[config.mk]
export PLATFORM = sky130hd
export DESIGN_NAME = vision_link_frame_receiver_top
export DESIGN_NICKNAME = d
export VERILOG_FILES = /design/src/rtl/vlfr_pkg.sv /design/src/rtl/vlfr_ctrl.sv /design/src/rtl/vlfr_dp.sv /design/src/rtl/vision_link_frame_receiver_top.sv
export SDC_FILE = /design/constraint.sdc
export NUM_CORES = 1
export LEC_CHECK = 0
export ABC_AREA = 1
export BUFFER_PORTS_ARGS = -buffer_cell sky130_fd_sc_hd__buf_4
export CORE_MARGIN = 2
export CORE_UTILIZATION = 58
export DETAILED_ROUTE_END_ITERATION = 10
export PLACE_DENSITY = 0.77
export REMOVE_ABC_BUFFERS = 1
export SETUP_SLACK_MARGIN = 0.02
export SLEW_MARGIN = 20
export SYNTH_ARGS = -nofsm -noshare
export SYNTH_HDL_FRONTEND = slang
export SYNTH_SLANG_ARGS = --single-unit
[constraint.sdc]
create_clock -name clk -period 30.3 [get_ports clk]
set_input_delay 1.515 -clock clk [delete_from_list [all_inputs] [get_ports clk]]
set_output_delay 1.515 -clock clk [all_outputs]
set_load 0.02 [all_outputs]
[src/rtl/vlfr_pkg.sv]
// ----------------------------------------------------------------------------
// vlfr_pkg
// Shared types and constants of the vision link frame receiver.
// ----------------------------------------------------------------------------
package vlfr_pkg;

  localparam logic [7:0]  HEADER_BYTE  = 8'hcd;
  localparam logic [7:0]  TRAILER_BYTE = 8'hdc;
  localparam logic [19:0] FOLD_AT      = 20'd1000000;
  localparam logic [19:0] FOLD_TO      = 20'd500;

  localparam int TICKS_W = 20;
  localparam int PAIRS_W = 4;
  localparam int OUT_W   = 96;

  localparam logic [TICKS_W-1:0] OFFLINE_RST = 20'd500;
  localparam logic [PAIRS_W-1:0] STALE_RST   = 4'd7;

  // register index (paddr[2])
  localparam logic REG_OFFLINE = 1'b0;
  localparam logic REG_STALE   = 1'b1;

  // item kind on in_tuser[0]
  localparam logic ACT_BYTE = 1'b0;
  localparam logic ACT_TICK = 1'b1;

  typedef enum logic [2:0] {
    S_IDLE,
    S_BYTE,
    S_TICK_UPD,
    S_TICK_CHK,
    S_DONE
  } state_t;

  typedef struct packed {
    logic cap_item;
    logic byte_step;
    logic tick_upd;
    logic tick_chk;
    logic load_out;
  } cmd_t;

  typedef struct packed {
    logic out_free;
  } sts_t;

endpackage

[src/rtl/vlfr_ctrl.sv]
// ----------------------------------------------------------------------------
// vlfr_ctrl
// Sequencer: takes one beat, steps the datapath, hands the result over.
// ----------------------------------------------------------------------------
module vlfr_ctrl (
  input  logic            clk,
  input  logic            rst_n,
  input  logic            in_valid,
  input  logic            in_kind,
  output logic            in_ready,
  input  vlfr_pkg::sts_t  sts,
  output vlfr_pkg::cmd_t  cmd
);

  vlfr_pkg::state_t state_r, state_nxt;

  always_ff @(posedge clk) begin
    if (!rst_n) begin
      state_r <= vlfr_pkg::S_IDLE;
    end else begin
      state_r <= state_nxt;
    end
  end

  always_comb begin
    state_nxt = state_r;
    case (state_r)
      vlfr_pkg::S_IDLE: begin
        if (in_valid) begin
          state_nxt = (in_kind == vlfr_pkg::ACT_TICK) ? vlfr_pkg::S_TICK_UPD
                                                        : vlfr_pkg::S_BYTE;
        end
      end
      vlfr_pkg::S_BYTE:     state_nxt = vlfr_pkg::S_DONE;
      vlfr_pkg::S_TICK_UPD: state_nxt = vlfr_pkg::S_TICK_CHK;
      vlfr_pkg::S_TICK_CHK: state_nxt = vlfr_pkg::S_DONE;
      vlfr_pkg::S_DONE: begin
        if (sts.out_free) begin
          state_nxt = vlfr_pkg::S_IDLE;
        end
      end
      default:              state_nxt = vlfr_pkg::S_IDLE;
    endcase
  end

  always_comb begin
    cmd      = '0;
    in_ready = 1'b0;
    case (state_r)
      vlfr_pkg::S_IDLE: begin
        in_ready     = 1'b1;
        cmd.cap_item = in_valid;
      end
      vlfr_pkg::S_BYTE:     cmd.byte_step = 1'b1;
      vlfr_pkg::S_TICK_UPD: cmd.tick_upd  = 1'b1;
      vlfr_pkg::S_TICK_CHK: cmd.tick_chk  = 1'b1;
      vlfr_pkg::S_DONE:     cmd.load_out  = sts.out_free;
      default:              cmd = '0;
    endcase
  end

endmodule

[src/rtl/vlfr_dp.sv]
// ----------------------------------------------------------------------------
// vlfr_dp
// Datapath: frame store, latched words, link monitor, pitch history, result.
// ----------------------------------------------------------------------------
module vlfr_dp #(
  parameter int FRAME_LENGTH  = 15,
  parameter int HISTORY_DEPTH = 10
) (
  input  logic                              clk,
  input  logic                              rst_n,
  input  vlfr_pkg::cmd_t                    cmd,
  output vlfr_pkg::sts_t                    sts,
  input  logic [7:0]                        in_byte,
  input  logic                              in_start,
  input  logic [vlfr_pkg::TICKS_W-1:0]      offline_ticks,
  input  logic [vlfr_pkg::PAIRS_W-1:0]      stale_pairs,
  output logic                              out_valid,
  input  logic                              out_ready,
  output logic [vlfr_pkg::OUT_W-1:0]        out_data,
  output logic                              out_accepted
);

  localparam int STORE_D = FRAME_LENGTH - 1;
  localparam int IDX_W   = $clog2(STORE_D);
  localparam int CNT_W   = $clog2(FRAME_LENGTH + 1);
  localparam int SLOT_W  = $clog2(HISTORY_DEPTH);
  localparam int PCNT_W  = $clog2(HISTORY_DEPTH);

  // captured beat
  logic [7:0]               byte_r;
  logic                     start_r;

  logic [7:0]               store_r [STORE_D];
  logic [CNT_W-1:0]         cnt_r;
  logic [31:0]              pitch_r, yaw_r;
  logic [4:0]               status_r;
  logic                     link_r, link_prev_r, acc_r;
  logic [vlfr_pkg::TICKS_W-1:0] to_r;
  logic [31:0]              hist_r [HISTORY_DEPTH];
  logic [SLOT_W-1:0]        slot_r;
  logic [PCNT_W-1:0]        pairs_r;

  logic [vlfr_pkg::OUT_W-1:0] out_data_r;
  logic                       out_acc_r, out_valid_r;

  logic [CNT_W-1:0]         cnt_eff;
  logic                     is_last, good_frame;
  logic [vlfr_pkg::TICKS_W-1:0] to_inc, to_nxt;
  logic [PCNT_W-1:0]        pairs_cnt;
  logic [vlfr_pkg::PAIRS_W-1:0] pairs_ext, last_ext;

  always_ff @(posedge clk) begin
    if (cmd.cap_item) begin
      byte_r  <= in_byte;
      start_r <= in_start;
    end
  end

  // --- byte path ---
  assign cnt_eff    = start_r ? '0 : cnt_r;
  assign is_last    = (cnt_eff == CNT_W'(FRAME_LENGTH - 1));
  assign good_frame = is_last && (store_r[0] == vlfr_pkg::HEADER_BYTE) &&
                      (byte_r == vlfr_pkg::TRAILER_BYTE);

  always_ff @(posedge clk) begin
    if (cmd.byte_step && (cnt_eff < CNT_W'(FRAME_LENGTH - 1))) begin
      store_r[cnt_eff[IDX_W-1:0]] <= byte_r;
    end
  end

  // --- tick path ---
  assign to_inc = to_r + 1'b1;
  always_comb begin
    if (link_r) begin
      to_nxt = '0;
    end else if (to_inc == vlfr_pkg::FOLD_AT) begin
      to_nxt = vlfr_pkg::FOLD_TO;
    end else begin
      to_nxt = to_inc;
    end
  end

  always_comb begin
    pairs_cnt = '0;
    for (int i = 1; i < HISTORY_DEPTH; i++) begin
      if (hist_r[i] == hist_r[i-1]) begin
        pairs_cnt = pairs_cnt + PCNT_W'(1);
      end
    end
  end
  assign pairs_ext = vlfr_pkg::PAIRS_W'(pairs_cnt);
  assign last_ext  = vlfr_pkg::PAIRS_W'(pairs_r);

  always_ff @(posedge clk) begin
    if (!rst_n) begin
      cnt_r       <= '0;
      pitch_r     <= '0;
      yaw_r       <= '0;
      status_r    <= '0;
      link_r      <= 1'b0;
      link_prev_r <= 1'b0;
      acc_r       <= 1'b0;
      to_r        <= '0;
      slot_r      <= '0;
      pairs_r     <= '0;
      for (int i = 0; i < HISTORY_DEPTH; i++) begin
        hist_r[i] <= '0;
      end
    end else begin
      if (cmd.byte_step) begin
        acc_r <= good_frame;
        if (cnt_eff < CNT_W'(FRAME_LENGTH - 1)) begin
          cnt_r <= cnt_eff + 1'b1;
        end else begin
          cnt_r <= CNT_W'(FRAME_LENGTH);
        end
        if (good_frame) begin
          pitch_r  <= {store_r[4], store_r[3], store_r[2], store_r[1]};
          yaw_r    <= {store_r[8], store_r[7], store_r[6], store_r[5]};
          status_r <= store_r[9][4:0];
          link_r   <= 1'b1;
        end
      end
      if (cmd.tick_upd) begin
        acc_r          <= 1'b0;
        link_prev_r    <= link_r;
        to_r           <= to_nxt;
        hist_r[slot_r] <= pitch_r;
        slot_r         <= (slot_r == SLOT_W'(HISTORY_DEPTH - 1)) ? '0
                                                                  : slot_r + 1'b1;
      end
      if (cmd.tick_chk) begin
        pairs_r <= pairs_cnt;
        if ((to_r >= offline_ticks) || (pairs_ext >= stale_pairs)) begin
          link_r <= 1'b0;
        end
      end
    end
  end

  // --- result register ---
  always_ff @(posedge clk) begin
    if (!rst_n) begin
      out_valid_r <= 1'b0;
    end else if (cmd.load_out) begin
      out_valid_r <= 1'b1;
    end else if (out_ready) begin
      out_valid_r <= 1'b0;
    end
  end

  always_ff @(posedge clk) begin
    if (cmd.load_out) begin
      out_acc_r  <= acc_r;
      out_data_r <= {1'b0, last_ext, to_r, link_prev_r, link_r,
                     status_r[2:0], status_r[3], status_r[4], yaw_r, pitch_r};
    end
  end

  assign sts.out_free  = !out_valid_r || out_ready;
  assign out_valid     = out_valid_r;
  assign out_data      = out_data_r;
  assign out_accepted  = out_acc_r;

endmodule

[src/rtl/vision_link_frame_receiver_top.sv]
// ----------------------------------------------------------------------------
// vision_link_frame_receiver_top
// Serial vision link frame receiver with link health monitor.
// ----------------------------------------------------------------------------
// Each input beat is either a received byte or a monitor tick (in_tuser[0]).
// Bytes build a FRAME_LENGTH-byte frame starting at the byte flagged by
// in_tuser[1]; a frame with header 0xcd and trailer 0xdc latches pitch, yaw
// (little-endian words from bytes 1..4 and 5..8) and the status byte 9, and
// raises link_ok. A tick copies link_ok to link_ok_before, counts missed ticks
// while the link is down (folding 1000000 back to 500), pushes pitch into a
// HISTORY_DEPTH-slot ring and counts equal adjacent slots; the link drops when
// the missed count reaches offline_ticks or the equal pairs reach stale_pairs.
// Every beat returns one result beat with the full status. Each beat runs
// through the sequencer steps in order: capture, then the byte step for a
// byte or update and history compare for a tick, then the load into the
// output register. One item is in work at a time, and the next beat is
// taken while the previous result still waits in the output register.
// An output stall holds the load step only when a second result is ready
// before the first is taken. Registers: 0x0 offline_ticks (reset 500), 0x4
// stale_pairs (reset 7); write them only while the block is idle.
// ----------------------------------------------------------------------------
module vision_link_frame_receiver_top #(
  parameter int FRAME_LENGTH  = 15,
  parameter int HISTORY_DEPTH = 10
) (
  input  logic        clk,
  input  logic        rst_n,
  // input stream
  input  logic        in_tvalid,
  output logic        in_tready,
  input  logic [7:0]  in_tdata,    // [7:0] data_byte
  input  logic [1:0]  in_tuser,    // [0] action, [1] frame_start
  // result stream
  output logic        out_tvalid,
  input  logic        out_tready,
  // [31:0] pitch_bits, [63:32] yaw_bits, [64] target_seen, [65] fire_request,
  // [68:66] track_mode, [69] link_ok, [70] link_ok_before,
  // [90:71] missed_ticks, [94:91] equal_pairs, [95] zero
  output logic [95:0] out_tdata,
  output logic        out_tuser,   // [0] frame_accepted
  // config port
  input  logic        cfg_psel,
  input  logic        cfg_penable,
  input  logic        cfg_pwrite,
  input  logic [2:0]  cfg_paddr,
  input  logic [31:0] cfg_pwdata,
  output logic [31:0] cfg_prdata,
  output logic        cfg_pready
);

  vlfr_pkg::cmd_t cmd;
  vlfr_pkg::sts_t sts;

  logic [vlfr_pkg::TICKS_W-1:0] offline_r;
  logic [vlfr_pkg::PAIRS_W-1:0] stale_r;
  logic                         cfg_wr;

  // APB register file, zero wait states
  assign cfg_pready = 1'b1;
  assign cfg_wr     = cfg_psel && cfg_penable && cfg_pwrite && cfg_pready;

  always_ff @(posedge clk) begin
    if (!rst_n) begin
      offline_r <= vlfr_pkg::OFFLINE_RST;
      stale_r   <= vlfr_pkg::STALE_RST;
    end else if (cfg_wr) begin
      case (cfg_paddr[2])
        vlfr_pkg::REG_OFFLINE: offline_r <= cfg_pwdata[vlfr_pkg::TICKS_W-1:0];
        vlfr_pkg::REG_STALE:   stale_r   <= cfg_pwdata[vlfr_pkg::PAIRS_W-1:0];
        default:               offline_r <= offline_r;
      endcase
    end
  end

  always_comb begin
    case (cfg_paddr[2])
      vlfr_pkg::REG_OFFLINE: cfg_prdata = 32'(offline_r);
      vlfr_pkg::REG_STALE:   cfg_prdata = 32'(stale_r);
      default:               cfg_prdata = '0;
    endcase
  end

  vlfr_ctrl u_ctrl (
    .clk      (clk),
    .rst_n    (rst_n),
    .in_valid (in_tvalid),
    .in_kind  (in_tuser[0]),
    .in_ready (in_tready),
    .sts      (sts),
    .cmd      (cmd)
  );

  vlfr_dp #(
    .FRAME_LENGTH  (FRAME_LENGTH),
    .HISTORY_DEPTH (HISTORY_DEPTH)
  ) u_dp (
    .clk           (clk),
    .rst_n         (rst_n),
    .cmd           (cmd),
    .sts           (sts),
    .in_byte       (in_tdata),
    .in_start      (in_tuser[1]),
    .offline_ticks (offline_r),
    .stale_pairs   (stale_r),
    .out_valid     (out_tvalid),
    .out_ready     (out_tready),
    .out_data      (out_tdata),
    .out_accepted  (out_tuser)
  );

  // --------------------------------------------------------------------------
  // checks
  // --------------------------------------------------------------------------
  // a freshly accepted frame always shows the link up
  a_acc_link: assert property (@(posedge clk) disable iff (!rst_n)
    (out_tvalid && out_tuser) |-> out_tdata[69])
    else $error("frame accepted without link up");

  // missed tick count never reaches the fold point
  a_fold: assert property (@(posedge clk) disable iff (!rst_n)
    out_tvalid |-> (out_tdata[90:71] < vlfr_pkg::FOLD_AT))
    else $error("missed tick count out of range");

  // one item in work at a time
  a_busy: assert property (@(posedge clk) disable iff (!rst_n)
    (in_tvalid && in_tready) |=> !in_tready)
    else $error("beat taken while busy");

  // equal pairs never exceed the ring's adjacent slot count
  a_pairs: assert property (@(posedge clk) disable iff (!rst_n)
    out_tvalid |-> (out_tdata[94:91] <= 4'(HISTORY_DEPTH - 1)))
    else $error("equal pair count out of range");

endmodule

# Yosys cells after proc, flatten, opt, wreduce, memory -nomap -nowiden
# Memories as Yosys holds them, arrays and structs flattened. A register that Yosys moved wholly into a read port is not among the register bits.
# Index checks and enable logic that the tools add are counted.
dict set report classes {
  add_sub_neg 11
  n_lt_le_gt_ge 3
  n_eq_ne 20
  muxes 40
  bitwise_logic 2
  n_reduce_logical 26
}
# cell n
set ops {}
lappend ops {{$eq A32 B32 Y1} 9}
lappend ops {{$pmux W32 S2} 1}
lappend ops {{$mux W4} 12}
lappend ops {{$mux W20} 2}
lappend ops {{$add A4 B1 Y4 const B} 9}
lappend ops {{$mux W32} 1}
lappend ops {{$reduce_or A32 Y1} 1}
lappend ops {{$add A20 B1 Y20 const B} 1}
lappend ops {{$eq A20 B20 Y1 const B} 1}
lappend ops {{$ge A20 B20 Y1} 1}
lappend ops {{$mux W1} 20}
lappend ops {{$eq A8 B8 Y1 const B} 2}
lappend ops {{$pmux W3 S4} 1}
lappend ops {{$logic_not A1 Y1} 10}
lappend ops {{$eq A4 B4 Y1 const B} 2}
lappend ops {{$reduce_and A2 Y1} 4}
lappend ops {{$eq A3 B2 Y1 const B} 2}
lappend ops {{$mux W3} 2}
lappend ops {{$logic_and A1 B1 Y1} 5}
lappend ops {{$ge A4 B4 Y1} 1}
lappend ops {{$lt A4 B4 Y1 const B} 1}
lappend ops {{$reduce_or A2 Y1} 2}
lappend ops {{$eq A3 B1 Y1 const B} 1}
lappend ops {{$eq A3 B3 Y1 const B} 1}
lappend ops {{8 further kinds} 10}
dict set report word_totals {
  ff_bits 168
  ram_bits 432
  input_bits 52
  output_inout_bits 132
  mem_count 2
}
# name words word_bits rd rd_clocked_by_memory_dff write_ports line
set mem_list {}
lappend mem_list {u_dp.hist_r 10 32 10 0 10 vlfr_dp.sv:39} ;# logic [31:0] hist_r [HISTORY_DEPTH];
lappend mem_list {u_dp.store_r 14 8 10 9 1 vlfr_dp.sv:33} ;# logic [7:0] store_r [STORE_D];

# Longest topological paths before layout
# An unclocked memory read counts as a cell.
dict set report logic_depth {
  ltp_word 23
  depth_mapped 37
  ltp_nobuf 37
}

# Modules after synthesis
# Synthesis repeated with hierarchy kept, for this count alone.
dict set report hier_totals {
  hier_cells 2988
  hier_area_um2 28965.3
}
# module instances cells_per_inst area_each_um2 seq_area_each_um2
set by_module_without_submodules {}
lappend by_module_without_submodules {vlfr_dp 1 2754 27488.9 17176.5}
lappend by_module_without_submodules {vision_link_frame_receiver_top 1 202 1261.2 480.5}
lappend by_module_without_submodules {vlfr_ctrl 1 32 215.2 60.1}

# Worst setup path before layout
# No wires, ideal clock.
dict set report synth_timing {
  kind {input port to flip-flop}
  start {input out_tready}
  end {register u_dp.out_acc_r (netlist: u_dp.out_accepted), enable pin}
  t_arrival_ns 10.607
  path_slack_ns 18.906
  stages 2
  cell_sequence {nor2_1 -> nor4_1}
}
# element line
set synth_rtl {}
lappend synth_rtl {{from (decl)} vision_link_frame_receiver_top.sv:35} ;# input logic out_tready,
lappend synth_rtl {{to (signal assigned)} vlfr_dp.sv:154} ;# out_acc_r <= acc_r;
lappend synth_rtl {{to (decl)} vlfr_dp.sv:44} ;# logic out_acc_r, out_valid_r;

==> results.toml <==
[status]
outcome = "complete, no violations"

[critical_path]
path_max_fanout = 4
r2r_start = "u_dp.hist_r[2][18]$_SDFFCE_PN0P_"
max_stage_delay_ps = 440
r2r.worst_path.cells = 33
critPathLaunchType = "flop"
crit_cells = 33
reg2reg_slack_ps = 24310
crit_path_end = "u_dp.link_r$_SDFF_PN0_"
critical_path_class = "flop to flop"
r2r_end = "u_dp.link_r$_SDFF_PN0_"
path_delay_family = "simple AND/OR/NAND/NOR gates"
cp.required_ps = 30850
critPathBufInv = 2
cp_common_cell = "nand2_1"
crit_start = "u_dp.hist_r[2][18]$_SDFFCE_PN0P_"
arrival_ps = 6540
critPathCaptureType = "flop"
crit_path_top_delay_cell = "edfxtp_1"

[timing]
tightest_slew_ps = 1030
holdWs_ps = 428
fin_skew_ps = 15.7
fmax_mhz = 167
final.setup.tns_ps = 0
relSlewSlack = 0.308
setup_viol = 0
rsz0062_at_grt = "no"
period_share = 0.198
finalHoldViolations = 0
slew_violations = 0
finalWorstPathRequiredPeriod_ps = 5990

[clocking]
tritoncts = "built"
cts_max_path_buffers = 3
ctsResizeCount = 0
cts_setup_buffers = 0
clk_pin_slew_ps = 60
numCtsBuffers = 59
postCtsHoldBufs = 0
htree_num_levels = 2
cts_sinks = 634
clk-insertion-delay-late_ps = 620
cts-root-buf = "clkbuf_16"

[synth]
ys_top_cells_by_count = "nor2_1 (588), edfxtp_1 (502), nand2_1 (464)"
synthArstFlopShare = 0
yosysWarnings = 0
synthTopCellsByArea = "edfxtp_1 (53%), dfxtp_1 (9.3%), nor2_1 (7.8%)"
synth_top_area_frac = 0.530
synth_edf_count = 502
synth-seq-cells = 634
synth_top_cell_by_area = "edfxtp_1"
syn_area_per_cell_um2 = 10.1
yosysMostFrequentCell = "nor2_1"
synthCells = 2829
syn_area_um2 = 28400
synthFlopType = "edfxtp_1"
synth.distinct_cells = 58
seq_area_frac_synth = 0.623

[final_layout]
final_cells = 3667
post-route-util = 0.664
syn_to_final_growth_pct = 13.5
num_antenna_cells = 0
nets = 3089
drive_gt1_frac = 0.122

[routing]
route.detailed.drc = 0
viasPerCell = 5.41
drtIter0Drc = 1673
ant_nets = 0
drt_pass1_iterations = 5
wl_per_cell_um = 17.4
wirelength_um = 64000
via_count = 19800

[global_routing]
antenna_found_initial = 0
grt_pass1_vias = 19500
grt_max_degree = 104
grt_overflow = 0
grt_pass1_wl_um = 101000
grt_usage = 0.254

[flow_run]
maxCapViolCount = 0

[power]
power_density_nw_per_um2 = 57.4
ir_drop_mv = 0.0619
leakagePower_uw = 0.0123

[floorplanning]
ios = 184
dieWidth_um = 225
start_util = 0.585
coreArea_um2 = 48600
dieArea_um2 = 50800
num_rows = 81
fp.dieH_um = 225

[min_path]
hp-class = "flop to flop"

[placement]
place_congestion = 0.934
dp_cells = 3561
port_buffers = 155
hpwl_um = 44700
[sequential cells by signal (all words and copies together), names as in the netlist, 3 cells and up]
name,flops
u_dp.yaw_r,32
offline_r,20
u_dp.to_r,20
stale_r,4
u_dp.out_data,95
u_ctrl.state_r,3
u_dp.status_r,5
u_dp.hist_r,320
u_dp.pitch_r,32
u_dp.last_ext,4
u_dp.cnt_r,4
u_dp.byte_r,8
u_dp.store_r,77
u_dp.slot_r,4
[worst reg2reg max path: cells and delay by family, from the launching register on]
kind | cells | cell delay (ps)
xor gates and xnor gates | 1 | 160
buffers and inverters | 2 | 200
AOI/OAI and AO/OA | 8 | 1410
adders and majority gates | 6 | 1810
and+or+nand+nor | 16 | 1920
DFF | 1 | 440
[cell usage in the layout, fill, tap and decap left out, drive strengths merged, types with 37 or more instances in the layout]
| master | netlist | layout |
|---|---|---|
| dfxtp | 132 | 132 |
| nand2 | 482 | 482 |
| buf | 23 | 182 |
| xnor2 | 135 | 135 |
| edfxtp | 502 | 502 |
| xor2 | 87 | 87 |
| o21ai | 135 | 135 |
| inv | 333 | 338 |
| a21oi | 76 | 76 |
| nor2 | 598 | 598 |
| ha | 37 | 37 |
| nand3 | 82 | 82 |
| clkbuf | 61 | 76 |
[worst min-delay path by stage]
stage | end | cells after the start | from
6_report | u_dp.out_data[4]$_DFFE_PP_ | 0 | u_dp.pitch_r[4]$_SDFFE_PN0P_
5_1_grt | u_dp.out_data[4]$_DFFE_PP_ | 0 | u_dp.pitch_r[4]$_SDFFE_PN0P_
4_1_cts | u_dp.out_data[4]$_DFFE_PP_ | 0 | u_dp.pitch_r[4]$_SDFFE_PN0P_
3_5_place_dp | u_dp.out_data[27]$_DFFE_PP_ | 0 | u_dp.pitch_r[27]$_SDFFE_PN0P_
3_3_place_gp | u_dp.out_accepted$_DFFE_PP_ | 0 | u_dp.acc_r$_SDFFE_PP0P_
2_1_floorplan | u_dp.out_accepted$_DFFE_PP_ | 0 | u_dp.acc_r$_SDFFE_PP0P_
[per-stage QoR]
step | instance area (um2) | power (uW) | worst slack, ps
3_5_place_dp | 30300 | 1100 | 24350
3_3_place_gp | 30300 | 1100 | 24540
4_1_cts | 32300 | 1860 | 24350
2_1_floorplan | 28100 | 1060 | 18910
5_1_grt | 32300 | 1900 | 23900
6_report | 32300 | 1850 | 24310
[kinds of logic after synthesis]
family	Yosys count	share of synthesized area
AO/OA/AOI/OAI	247	0.0465
XOR/XNOR	222	0.0701
adder cells (fa/ha/maj)	37	0.0163
buffers and inverters	420	0.0579
flip-flops	634	0.623
other	2	0.000264
AND/OR/NAND/NOR	1267	0.186
[report_power, final]
part,switching (uW),internal (uW)
Clock,322,446
Combinational,63.8,35.9
Sequential,22.0,963
Total,408,1440
[cell type report]
cell class                      count  area, um2
Fill cell                        3488      16400
Multi-Input combinational cell   1787       9160
Timing Repair Buffer              182       1370
Clock buffer                       76       1620
Tap cell                          622        778
Clock inverter                     30        374
Inverter                          336       1260
Sequential cell                   634      17700
[layer usage]
layer | global-route usage | vias to the layer above | wire (um)
met5 | 0 | - | 0
met4 | 0.112 | 0 | 2630
met3 | 0.0455 | 147 | 4540
met2 | 0.421 | 683 | 30600
met1 | 0.330 | 9508 | 26200
li1 | - | 9510 | -
Note: power is estimated with default switching activity, not from simulation.
